**src/rtl/core/bcc_pkg.sv**
```systemverilog
package bcc_pkg;

    localparam int DT_WIDTH      = 8;
    localparam int CFG_WIDTH     = 16;
    localparam int BLINK_WIDTH   = 4;
    localparam int CFG_IDX_WIDTH = 2;
    localparam int PHASE_WIDTH   = 5;
    localparam int MAX_PHASES    = 2 * ((1 << BLINK_WIDTH) - 1);
    localparam int DT_MAX        = (1 << DT_WIDTH) - 1;

    localparam logic [CFG_IDX_WIDTH-1:0] CFG_DEBOUNCE    = 2'd0;
    localparam logic [CFG_IDX_WIDTH-1:0] CFG_DBL_WINDOW  = 2'd1;
    localparam logic [CFG_IDX_WIDTH-1:0] CFG_BLINK_HALF  = 2'd2;
    localparam logic [CFG_IDX_WIDTH-1:0] CFG_BLINK_COUNT = 2'd3;

    localparam logic [CFG_WIDTH-1:0]   RST_DEBOUNCE    = 16'd20;
    localparam logic [CFG_WIDTH-1:0]   RST_DBL_WINDOW  = 16'd400;
    localparam logic [CFG_WIDTH-1:0]   RST_BLINK_HALF  = 16'd100;
    localparam logic [BLINK_WIDTH-1:0] RST_BLINK_COUNT = 4'd3;

    typedef enum logic [1:0] {
        EDGE_NONE   = 2'd0,
        EDGE_FIRST  = 2'd1,
        EDGE_DOUBLE = 2'd2
    } t_edge;

endpackage

```
**src/rtl/core/bcc_blink.sv**
```systemverilog
module bcc_blink #(
    parameter int TIME_WIDTH = 16
) (
    input  logic [bcc_pkg::PHASE_WIDTH-1:0] i_phases,
    input  logic [TIME_WIDTH-1:0]           i_phase_ms,
    input  logic [TIME_WIDTH-1:0]           i_half_ms,
    input  logic [bcc_pkg::DT_WIDTH-1:0]    i_dt,
    output logic [bcc_pkg::PHASE_WIDTH-1:0] o_phases,
    output logic [TIME_WIDTH-1:0]           o_phase_ms
);
    import bcc_pkg::*;

    localparam int PW = DT_WIDTH + PHASE_WIDTH;

    logic [TIME_WIDTH-1:0]  dt_ext;
    logic [DT_WIDTH-1:0]    rem_dt;
    logic [DT_WIDTH-1:0]    half_lo;
    logic                   half_big;
    logic [PHASE_WIDTH-1:0] left;
    logic [PHASE_WIDTH-1:0] q;
    logic [DT_WIDTH-1:0]    rest;
    logic [PW-1:0]          mult [MAX_PHASES+1];

    assign dt_ext   = TIME_WIDTH'(i_dt);
    assign rem_dt   = i_dt - i_phase_ms[DT_WIDTH-1:0];
    assign half_lo  = i_half_ms[DT_WIDTH-1:0];
    assign half_big = i_half_ms > TIME_WIDTH'(DT_MAX);
    assign left     = i_phases - PHASE_WIDTH'(1);

    always_comb begin
        for (int j = 0; j <= MAX_PHASES; j++) begin
            mult[j] = PW'(half_lo) * PW'(j);
        end
    end

    // whole phases covered by the time left over
    always_comb begin
        q = '0;
        for (int j = 1; j <= MAX_PHASES; j++) begin
            if (PW'(rem_dt) >= mult[j]) begin
                q = PHASE_WIDTH'(j);
            end
        end
    end

    assign rest = rem_dt - mult[q][DT_WIDTH-1:0];

    always_comb begin
        o_phases   = i_phases;
        o_phase_ms = i_half_ms;
        if (dt_ext < i_phase_ms) begin
            o_phase_ms = i_phase_ms - dt_ext;
        end else if (left == '0 || i_half_ms == '0) begin
            o_phases = '0;
        end else if (half_big) begin
            o_phases   = left;
            o_phase_ms = i_half_ms - TIME_WIDTH'(rem_dt);
        end else if (q >= left) begin
            o_phases = '0;
        end else begin
            o_phases   = left - q;
            o_phase_ms = i_half_ms - TIME_WIDTH'(rest);
        end
    end

endmodule

```
**src/rtl/core/button_click_classifier_top.sv**
```systemverilog
// Button click classifier.
// Input channel (i_valid / o_ready): one button sample and the milliseconds
// since the previous sample. Output channel (o_valid / i_ready): one word per
// sample with the LED level, a single-click flag, the edge event code and the
// running single-click total.
// Configuration: i_cfg_we writes i_cfg_data to register i_cfg_index
// (0 debounce, 1 double-click window, 2 blink half period, 3 blink count)
// at the clock edge; write only while no sample is in flight.
// A sample accepted into the input register has its result on the output
// register once it advances (two register stages: input, result).
// One sample per cycle unless the receiver stalls; all timers, the click classifier and the
// multi-phase blink advance resolve in one pass of logic between the stages.
// Reset clears both stages, the timers, the click state and the count, and
// loads the default register values.
// When the receiver stalls, the result word holds, the input stage keeps one
// more sample and o_ready drops only once both stages are full.
module button_click_classifier_top #(
    parameter int TIME_WIDTH  = 16,
    parameter int COUNT_WIDTH = 16
) (
    input  logic                              i_clk,
    input  logic                              i_rst_n,
    input  logic                              i_cfg_we,
    input  logic [bcc_pkg::CFG_IDX_WIDTH-1:0] i_cfg_index,
    input  logic [bcc_pkg::CFG_WIDTH-1:0]     i_cfg_data,
    input  logic                              i_valid,
    output logic                              o_ready,
    input  logic                              i_button_level,
    input  logic [bcc_pkg::DT_WIDTH-1:0]      i_elapsed_ms,
    output logic                              o_valid,
    input  logic                              i_ready,
    output logic                              o_led_level,
    output logic                              o_single_click,
    output logic [1:0]                        o_edge_event,
    output logic [15:0]                       o_single_total
);
    import bcc_pkg::*;

    logic [CFG_WIDTH-1:0]   r_debounce_ms;
    logic [CFG_WIDTH-1:0]   r_window_ms;
    logic [CFG_WIDTH-1:0]   r_half_ms;
    logic [BLINK_WIDTH-1:0] r_blink_count;

    logic                r_in_valid;
    logic                r_level;
    logic [DT_WIDTH-1:0] r_dt;

    logic                   r_prev_level,   n_prev_level;
    logic [TIME_WIDTH-1:0]  r_debounce_left, n_debounce_left;
    logic [TIME_WIDTH-1:0]  r_window_left,  n_window_left;
    logic                   r_first_pending, n_first_pending;
    logic                   r_toggle,       n_toggle;
    logic [PHASE_WIDTH-1:0] r_phases,       n_phases;
    logic [TIME_WIDTH-1:0]  r_phase_ms,     n_phase_ms;
    logic [COUNT_WIDTH-1:0] r_count,        n_count;

    logic        r_out_valid;
    logic        r_led;
    logic        r_single;
    t_edge       r_edge;
    logic [15:0] r_total;

    logic                   advance;
    logic                   n_single;
    t_edge                  n_edge;
    logic [TIME_WIDTH-1:0]  dt_ext;
    logic [TIME_WIDTH-1:0]  db_dec;
    logic [TIME_WIDTH-1:0]  win_dec;
    logic [TIME_WIDTH-1:0]  half_sat;
    logic [PHASE_WIDTH-1:0] blink_phases;
    logic [TIME_WIDTH-1:0]  blink_phase_ms;

    function automatic logic [TIME_WIDTH-1:0] time_sat(input logic [CFG_WIDTH-1:0] v);
        logic [32:0] wide;
        logic [32:0] tmax;
        wide = 33'(v);
        tmax = (33'(1) << TIME_WIDTH) - 33'(1);
        return (wide > tmax) ? tmax[TIME_WIDTH-1:0] : wide[TIME_WIDTH-1:0];
    endfunction

    assign advance = r_in_valid && (!r_out_valid || i_ready);
    assign o_ready = !r_in_valid || advance;

    always_ff @(posedge i_clk) begin
        if (!i_rst_n) begin
            r_debounce_ms <= RST_DEBOUNCE;
            r_window_ms   <= RST_DBL_WINDOW;
            r_half_ms     <= RST_BLINK_HALF;
            r_blink_count <= RST_BLINK_COUNT;
        end else if (i_cfg_we) begin
            case (i_cfg_index)
                CFG_DEBOUNCE:    r_debounce_ms <= i_cfg_data;
                CFG_DBL_WINDOW:  r_window_ms   <= i_cfg_data;
                CFG_BLINK_HALF:  r_half_ms     <= i_cfg_data;
                CFG_BLINK_COUNT: r_blink_count <= i_cfg_data[BLINK_WIDTH-1:0];
                default: ;
            endcase
        end
    end

    always_ff @(posedge i_clk) begin
        if (!i_rst_n) begin
            r_in_valid <= 1'b0;
        end else if (o_ready) begin
            r_in_valid <= i_valid;
        end
    end

    always_ff @(posedge i_clk) begin
        if (i_valid && o_ready) begin
            r_level <= i_button_level;
            r_dt    <= i_elapsed_ms;
        end
    end

    assign dt_ext   = TIME_WIDTH'(r_dt);
    assign db_dec   = (r_debounce_left > dt_ext) ? r_debounce_left - dt_ext : '0;
    assign win_dec  = (r_window_left > dt_ext) ? r_window_left - dt_ext : '0;
    assign half_sat = time_sat(r_half_ms);

    bcc_blink #(
        .TIME_WIDTH (TIME_WIDTH)
    ) u_blink (
        .i_phases   (r_phases),
        .i_phase_ms (r_phase_ms),
        .i_half_ms  (half_sat),
        .i_dt       (r_dt),
        .o_phases   (blink_phases),
        .o_phase_ms (blink_phase_ms)
    );

    always_comb begin
        n_prev_level    = r_prev_level;
        n_debounce_left = db_dec;
        n_window_left   = win_dec;
        n_first_pending = r_first_pending;
        n_toggle        = r_toggle;
        n_phases        = r_phases;
        n_phase_ms      = r_phase_ms;
        n_count         = r_count;
        n_single        = 1'b0;
        n_edge          = EDGE_NONE;
        if (r_phases != '0) begin
            n_phases   = blink_phases;
            n_phase_ms = blink_phase_ms;
        end else begin
            if (r_first_pending && win_dec == '0) begin
                n_toggle        = !r_toggle;
                n_count         = r_count + COUNT_WIDTH'(1);
                n_single        = 1'b1;
                n_first_pending = 1'b0;
            end
            if (!r_prev_level && r_level && db_dec == '0) begin
                if (n_first_pending) begin
                    n_edge          = EDGE_DOUBLE;
                    n_first_pending = 1'b0;
                    n_window_left   = '0;
                    n_phases        = {r_blink_count, 1'b0};
                    n_phase_ms      = half_sat;
                end else begin
                    n_edge          = EDGE_FIRST;
                    n_first_pending = 1'b1;
                    n_window_left   = time_sat(r_window_ms);
                end
                n_debounce_left = time_sat(r_debounce_ms);
            end
            n_prev_level = r_level;
        end
    end

    always_ff @(posedge i_clk) begin
        if (!i_rst_n) begin
            r_prev_level    <= 1'b0;
            r_debounce_left <= '0;
            r_window_left   <= '0;
            r_first_pending <= 1'b0;
            r_toggle        <= 1'b0;
            r_phases        <= '0;
            r_phase_ms      <= '0;
            r_count         <= '0;
        end else if (advance) begin
            r_prev_level    <= n_prev_level;
            r_debounce_left <= n_debounce_left;
            r_window_left   <= n_window_left;
            r_first_pending <= n_first_pending;
            r_toggle        <= n_toggle;
            r_phases        <= n_phases;
            r_phase_ms      <= n_phase_ms;
            r_count         <= n_count;
        end
    end

    always_ff @(posedge i_clk) begin
        if (!i_rst_n) begin
            r_out_valid <= 1'b0;
        end else if (advance) begin
            r_out_valid <= 1'b1;
        end else if (i_ready) begin
            r_out_valid <= 1'b0;
        end
    end

    always_ff @(posedge i_clk) begin
        if (advance) begin
            r_led    <= (n_phases != '0) ? !n_phases[0] : n_toggle;
            r_single <= n_single;
            r_edge   <= n_edge;
            r_total  <= 16'(32'(n_count));
        end
    end

    assign o_valid        = r_out_valid;
    assign o_led_level    = r_led;
    assign o_single_click = r_single;
    assign o_edge_event   = r_edge;
    assign o_single_total = r_total;

endmodule

```
**config.mk**
```make
export PLATFORM = sky130hd
export DESIGN_NAME = button_click_classifier_top
export DESIGN_NICKNAME = d
export VERILOG_FILES = /design/src/rtl/core/bcc_pkg.sv /design/src/rtl/core/bcc_blink.sv /design/src/rtl/core/button_click_classifier_top.sv
export SDC_FILE = /design/constraint.sdc
export NUM_CORES = 1
export LEC_CHECK = 0
export ABC_AREA = 0
export ABC_CLOCK_PERIOD_IN_PS = 14150
export BUFFER_PORTS_ARGS = -buffer_cell sky130_fd_sc_hd__buf_2
export CAP_MARGIN = 5
export CORE_MARGIN = 2
export CORE_UTILIZATION = 55
export CTS_BUF_LIST = sky130_fd_sc_hd__clkbuf_4 sky130_fd_sc_hd__clkbuf_8
export DETAILED_ROUTE_END_ITERATION = 10
export PLACE_DENSITY_LB_ADDON = 0.12
export SYNTH_ARGS = -nofsm -noshare
export SYNTH_HDL_FRONTEND = slang
export SYNTH_SLANG_ARGS = --single-unit
export TNS_END_PERCENT = 10
```
**constraint.sdc**
```tcl
create_clock -name i_clk -period 14.15 [get_ports i_clk]
set_clock_uncertainty 0.1 [all_clocks]
set_input_delay 0.7075 -clock i_clk [delete_from_list [all_inputs] [get_ports i_clk]]
set_output_delay 0.7075 -clock i_clk [all_outputs]
set_load 0.1 [all_outputs]
```
==> metrics.txt, run 1 <==
status=finished clean; crit-path max FO=25; 1st-iter DRT viols=around 2200; most used cell, CP=o21ai_0; Die Ht=201.8 um; CTS root buf=clkbuf_8; Cells after Synth=2719; class of the most critical setup path=reg2reg; max-cap check violation count=0; nets=3160; DR pass1 iterations=8; number of H-tree levels=4; die area=0.04072 mm^2; Async SR Flop Fraction=0%; worst endpoint data arrival time=11.12 ns; final period utilization=approximately three quarters; largest net degree at the start of global routing=81; Critical Path RT=14.46 ns; Rows=72; Max Fclk=92.49 MHz; Netlist cell types=102; Initial Utilization=about 56%; vias in the first global route=20140; core box area=0.03865 mm^2; Resize count post-CTS=0; initial antenna violation count=0; final core utilization=59.05%; Setup TNS=0 ns; Hold Vio Cnt, Final=0; Netlist Area Pre-Place=0.02151 mm^2; vias=between 20000 and 25000; layout cells sized above 1=~7.2%; DIE WIDTH=201.8 um; PwrDens=185.8 mW/mm^2; dpl cells=3235; slew at the pin closest to its max-slew limit=1.180 ns; Crit. End Element=flip-flop; CTS tree=yes; Post-synth top flop=dfxtp_1; RSZ-0062 raised after global routing=false; top cells by count, synth=ha_1, inv_1, nand2_1, a21oi_1, nor2_1; DR WL/cell=23.68 um; grt ovf=0; area grow syn2layout=6.077%; total track usage=37.54%; buffer depth of the longest clock path=2; DRT antenna net count=0; slowest stage cell, crit path=a31oi_1; worst hold path type=in2reg; area share of the largest cell type after synthesis=approximately 18%; Syn Area/Cell=7.913 um^2; final setup fails=0; most frequent cell after synthesis=ha_1; hold_buf cts=0; insertion delay to the later sink of the worst-skew pair=approximately 0.48 ns; Yosys top cell by area=ha_1; hold_ws=~0.3 ns; non-filler cells, final=3270; DP HPWL=60160 um; CP peak stage delay=around 0.85 ns; Reg clk slew, reported paths=0.09 ns; sequential cell area fraction in the yosys report=15.77%; syn_nets=3142; fin area=0.02282 mm^2; post-CTS setup buffers=0; P_leak=9.980 nW; Num Clock Sinks=155; Ports=54; first-pass GRT wire length=118700 um; minimum clock period=~11 ns; Buf/Inv on CP=4; Placed Area=0.02238 mm^2; DR vias/cell=roughly 6.6; top cells by area, synth=ha_1, dfxtp_1, fa_1; Num CTS Buffers=17; crit start category=flip-flop; GPL Wtd Cong=about 1.1; Top delay family on crit path=compound AO/OA/AOI/OAI gates; WL final=roughly 77000 um; relative slew slack=20.96%; Syn. warnings=0; number of enable-type register cells in the synthesized netlist=29; Yosys reg bits=155; fin. max-slew vios=0; Worst VDD drop=224.3 uV; DRC violations left=0; port bufs=53; reg-to-reg slack, setup=3.34 ns
-- cell usage in the layout (no fill, tap or decap), types with 27 or more instances in the layout --
master and instances:
buf_4 48, xor2_1 66, nand2b_1 32, dfxtp_1 125, o211ai_1 41, o21ai_0 145
nor3_1 61, mux2i_1 40, o21a_1 28, xnor2_1 74, buf_2 53, fa_1 82
edfxtp_1 29, a21oi_1 222, ha_1 309, inv_1 239, a31oi_1 27, nor2_1 220
nand2_1 239, nor2b_1 33, nand3_1 59, a211oi_1 57, a21o_1 38
-- per-layer routing --
metal / global-route usage (%) / share of wire (%) / up-vias
met2: 55.15 / 42 / 1171
li1: - / - / 9910
met5: 0 / 0 / -
met3: 10.06 / 12 / 134
met1: 54.55 / 44 / 10300
met4: 8.771 / 2.2 / 0
-- path summary, 6_finish.rpt --
check / start / cells past startpoint / endpoint
worst max-delay path: r_dt[0] / 40 / r_phase_ms[14]
worst min-delay path: i_button_level / 1 / r_level
worst max register to register: r_dt[0] / 40 / r_phase_ms[14]
worst min register to register: r_debounce_ms[12] / 2 / r_debounce_ms[12]
-- sequential cells by signal, indices dropped and copies added, names as in the netlist --
name and flops:
r_phase_ms 16, o_single_total 16, r_debounce_ms 16, half_sat 16
r_debounce_left 16, o_valid 1, r_in_valid 1, r_first_pending 1
o_single_click 1, r_dt 8, o_edge_event 2, r_window_ms 16
r_prev_level 1, r_phases 5, o_led_level 1, r_level 1
r_blink_count 4, r_window_left 16, r_toggle 1, r_count 16
-- final cells by class --
cell class	count	area, um^2
antenna	2	5.005
clock buffer	20	275.3
clock inverter	12	158.9
fill	3575	15830
inverter	247	930.9
multi-input combinational	2215	16780
sequential	155	3395
tap	518	648.1
timing repair buffer	101	625.6
-- per-stage QoR --
step	power [mW]	worst slack (ns)
after global placement	3.708	3.781
after detailed placement	3.749	3.724
after floorplan	2.977	4.838
after CTS	4.132	3.673
after global routing	4.554	2.819
final	4.239	3.338
-- cell families (layout without fill, tap and decap cells) --
group | after synthesis | count (layout) | share of synthesized area (%)
buffers and inverters | 349 | 380 | 6.368
XOR/XNOR | 141 | 141 | 5.740
adder cells (fa/ha/maj) | 402 | 402 | 26.12
AND/OR/NAND/NOR | 809 | 809 | 18.04
multiplexers | 53 | 53 | 2.646
AO/OA/AOI/OAI | 810 | 810 | 25.31
flip-flops | 155 | 155 | 15.77
other | 0 | 2 | 0
-- report_power, final --
part | switching, mW | total [mW] | leakage (nW) | internal, mW
combinational | 2.08 | 3.37 | 8.46 | 1.29
sequential | 0.0233 | 0.501 | 1.30 | 0.478
clock | 0.178 | 0.368 | 0.221 | 0.190
(Power assumes the default switching activity.)
==> run 2, diff against run 1 <==
--- a/config.mk
+++ b/config.mk
@@ -5,8 +5,8 @@
 export SDC_FILE = /design/constraint.sdc
 export NUM_CORES = 1
 export LEC_CHECK = 0
-export ABC_AREA = 0
-export ABC_CLOCK_PERIOD_IN_PS = 14150
+export ABC_AREA = 1
+export ABC_CLOCK_PERIOD_IN_PS = 10000
 export BUFFER_PORTS_ARGS = -buffer_cell sky130_fd_sc_hd__buf_2
 export CAP_MARGIN = 5
 export CORE_MARGIN = 2
==> constraint.sdc (replaced) <==
create_clock -name i_clk -period 10 [get_ports i_clk]
set_clock_uncertainty 0.1 [all_clocks]
set_input_delay 0.5 -clock i_clk [delete_from_list [all_inputs] [get_ports i_clk]]
set_output_delay 0.5 -clock i_clk [all_outputs]
set_load 0.1 [all_outputs]
==> metrics.txt, run 2 <==
status=finished clean; worst endpoint data arrival time=9.55 ns (-1.57 ns); class of the most critical setup path=reg2reg; Rows=70 (-2.8%); Reg clk slew, reported paths=0.10 ns (about the same); die area=0.03902 mm^2 (-4.2%); CP peak stage delay=0.48 ns (-0.37 ns); reg2reg start=r_dt[0]; top cells by count, synth=inv_1, nand2_1, ha_1, nor2_1, a21oi_1; leading cell type in the layout, fill and taps excluded=inv_1; Max Fclk=107.5 MHz (+16%); proportion of synthesized area in mux cells=0.04859% (-2.6 points); DR pass1 iterations=8 (unchanged); Post-Synth XOR/XNOR Area=5.011% (-0.73 points); crit start category=flip-flop; dpl cells=3433 (+6.1%); core box area=0.03679 mm^2 (-4.8%); relative slew slack=37.42% (+16 points); Setup TNS=0 ns (unchanged); slowest stage cell, crit path=edfxtp_1; Synth Area in Simple Gates=20.58% (+2.5 points); final period utilization=93.06% (+17 points); vias=20630 (-4.1%); first-pass GRT wire length=110600 um (-6.8%); RSZ-0062 raised after global routing=false; sequential cell area fraction in the yosys report=16.47% (+0.70 points); most frequent cells in the layout=inv_1, nand2_1, ha_1; layout cells sized above 1=7.569% (+0.33 points); largest family of logic cells by synthesized area=adder cells; DR WL/cell=20.47 um (-14%); total track usage=36.55% (-0.99 points); buffer depth of the longest clock path=2 (unchanged); Post-synth top flop=dfxtp_1; fin. max-slew vios=0 (unchanged); P_leak=11.03 nW (+11%); crit-path max FO=26 (+4.0%); critical path launch point=r_dt[0]; Yosys reg bits=155 (unchanged); 1st-iter DRT viols=1638 (-26%); slew at the pin closest to its max-slew limit=0.9352 ns (-0.2448 ns); Ports=54 (unchanged); number of enable-type register cells in the synthesized netlist=29 (unchanged); GPL Wtd Cong=0.9875 (-8.1%); port bufs=53 (unchanged); area grow syn2layout=6.760%; vias in the first global route=20110 (-0.14%); Final Power=6.851 mW (+62%); top cells by area, synth=ha_1, dfxtp_1, inv_1; nets=3409 (+7.9%); Num CTS Buffers=17 (unchanged); syn_nets=3358 (+6.9%); most used cell, CP=nand2_1; DRC violations left=0 (unchanged); FF/Latch Area=0.003395 mm^2 (unchanged); final setup fails=0 (unchanged); WL final=70960 um (-8.4%); Netlist Area Pre-Place=0.02060 mm^2 (-4.3%); Initial Utilization=56.00% (+0.33 points); Worst VDD drop=308.3 uV (+37%); Post-Synth Adder-Cell Area=26.79% (+0.66 points); CTS tree=yes; Syn. warnings=0 (unchanged); Crit. End Element=flip-flop; PwrDens=311.5 mW/mm^2 (+68%); footprint of the multi-input gates=0.01502 mm^2 (-11%); area share of the largest cell type after synthesis=18.77% (+0.80 points); Syn Area/Cell=7.019 um^2 (-11%); Yosys top cell by area=ha_1; initial antenna violation count=0 (unchanged); largest net degree at the start of global routing=72 (-11%); Hold Vio Cnt, Final=0 (unchanged); Async SR Flop Fraction=0% (unchanged); grt ovf=0 (unchanged); Num Clock Sinks=155 (unchanged); fin area=0.02199 mm^2 (-3.6%); DIE WIDTH=197.5 um (-2.1%); worst hold path type=in2reg; number of H-tree levels=4 (unchanged); Critical Path RT=10.25 ns (-4.21 ns); CTS root buf=clkbuf_8; minimum clock period=9.306 ns (-1.506 ns); fillers=3583 (+0.22%); DRT antenna net count=0 (unchanged); Placed Area=0.02153 mm^2 (-3.8%); max-cap check violation count=0 (unchanged); Netlist cell types=73 (-28%); DR vias/cell=5.950 (-9.6%); Compound-Gate Fraction of Synth Area=20.07% (-5.2 points); most frequent cell after synthesis=inv_1; diode count=0 (-2); Die Ht=197.5 um (-2.1%); Cells after Synth=2935 (+7.9%); DP HPWL=56790 um (-5.6%); hold wc startpoint=i_elapsed_ms[5]; insertion delay to the later sink of the worst-skew pair=0.46 ns (-0.02 ns); non-filler cells, final=3467 (+6.0%)
## run 2: final cells by class
cell class              instances  area share [%]
multi-input cells            2202           68.28
inverters                     491           8.403
repair buffers                119           3.459
clock buffers                  18           1.098
clock inverters                14          0.6600
well taps                     468           2.663
flip-flops and latches        155           15.43
## run 2: report_power, final
group	switching, mW	internal, mW	total, mW
clock network	0.250	0.225	0.475
logic	3.68	1.98	5.66
registers	0.0367	0.684	0.721
## run 2: worst paths after layout
| kind | endpoint | slack (ns) | cells after the start |
|---|---|---|---|
| setup / recovery | r_phase_ms[13] | 0.69 | 63 |
| hold / removal | r_dt[5] | 0.11 | 1 |
| setup reg to reg | r_phase_ms[13] | 0.69 | 63 |
| hold reg to reg | r_window_ms[4] | 0.37 | 2 |
## run 2: logic make-up (layout without fill, tap and decap cells)
group | after synthesis | after routing
AND/OR/NAND/NOR | 982 | 982
adder cells (fa/ha/maj) | 392 | 392
buffers and inverters | 578 | 642
multiplexers | 1 | 1
flip-flops | 155 | 155
AO/OA/AOI/OAI | 710 | 710
XOR/XNOR | 117 | 117
## run 2: worst max-delay path: cells and delay by family (launching register included)
kind / cells / cell delay (ns)
simple gates: 32 / 2.73
buf+inv: 7 / 0.74
fa+ha+maj: 5 / 1.51
compound gates: 17 / 3.26
xor+xnor: 2 / 0.37
flops: 1 / 0.48
## run 2: per-stage QoR
step | setup WS (ns) | utilization (%) | hold slack, ns
after detailed placement | 0.4175 | 58.54 | 0.3453
final | 0.6939 | 59.79 | 0.1095
after CTS | 0.4278 | 59.59 | 0.08482
after global placement | 0.4668 | 58.54 | 0.3410
after floorplan | 0.9894 | - | 0.3236
after global routing | 0.006838 | 59.79 | 0.09350
## run 2: timing repair
| action | CTS | global route |
|---|---|---|
| gates resized for setup | 0 | 14 |
| buffers inserted | 0 | 1 |
| hold buffers | 0 | 0 |
| setup endpoints to repair | 0 | 8 |
## run 2: routing by layer
metal / share of wire, % / global-route usage, %
met5: 0 / 0
met4: 5.5 / 18.94
met3: 6.5 / 4.883
met2: 47 / 62.94
met1: 41 / 44.56
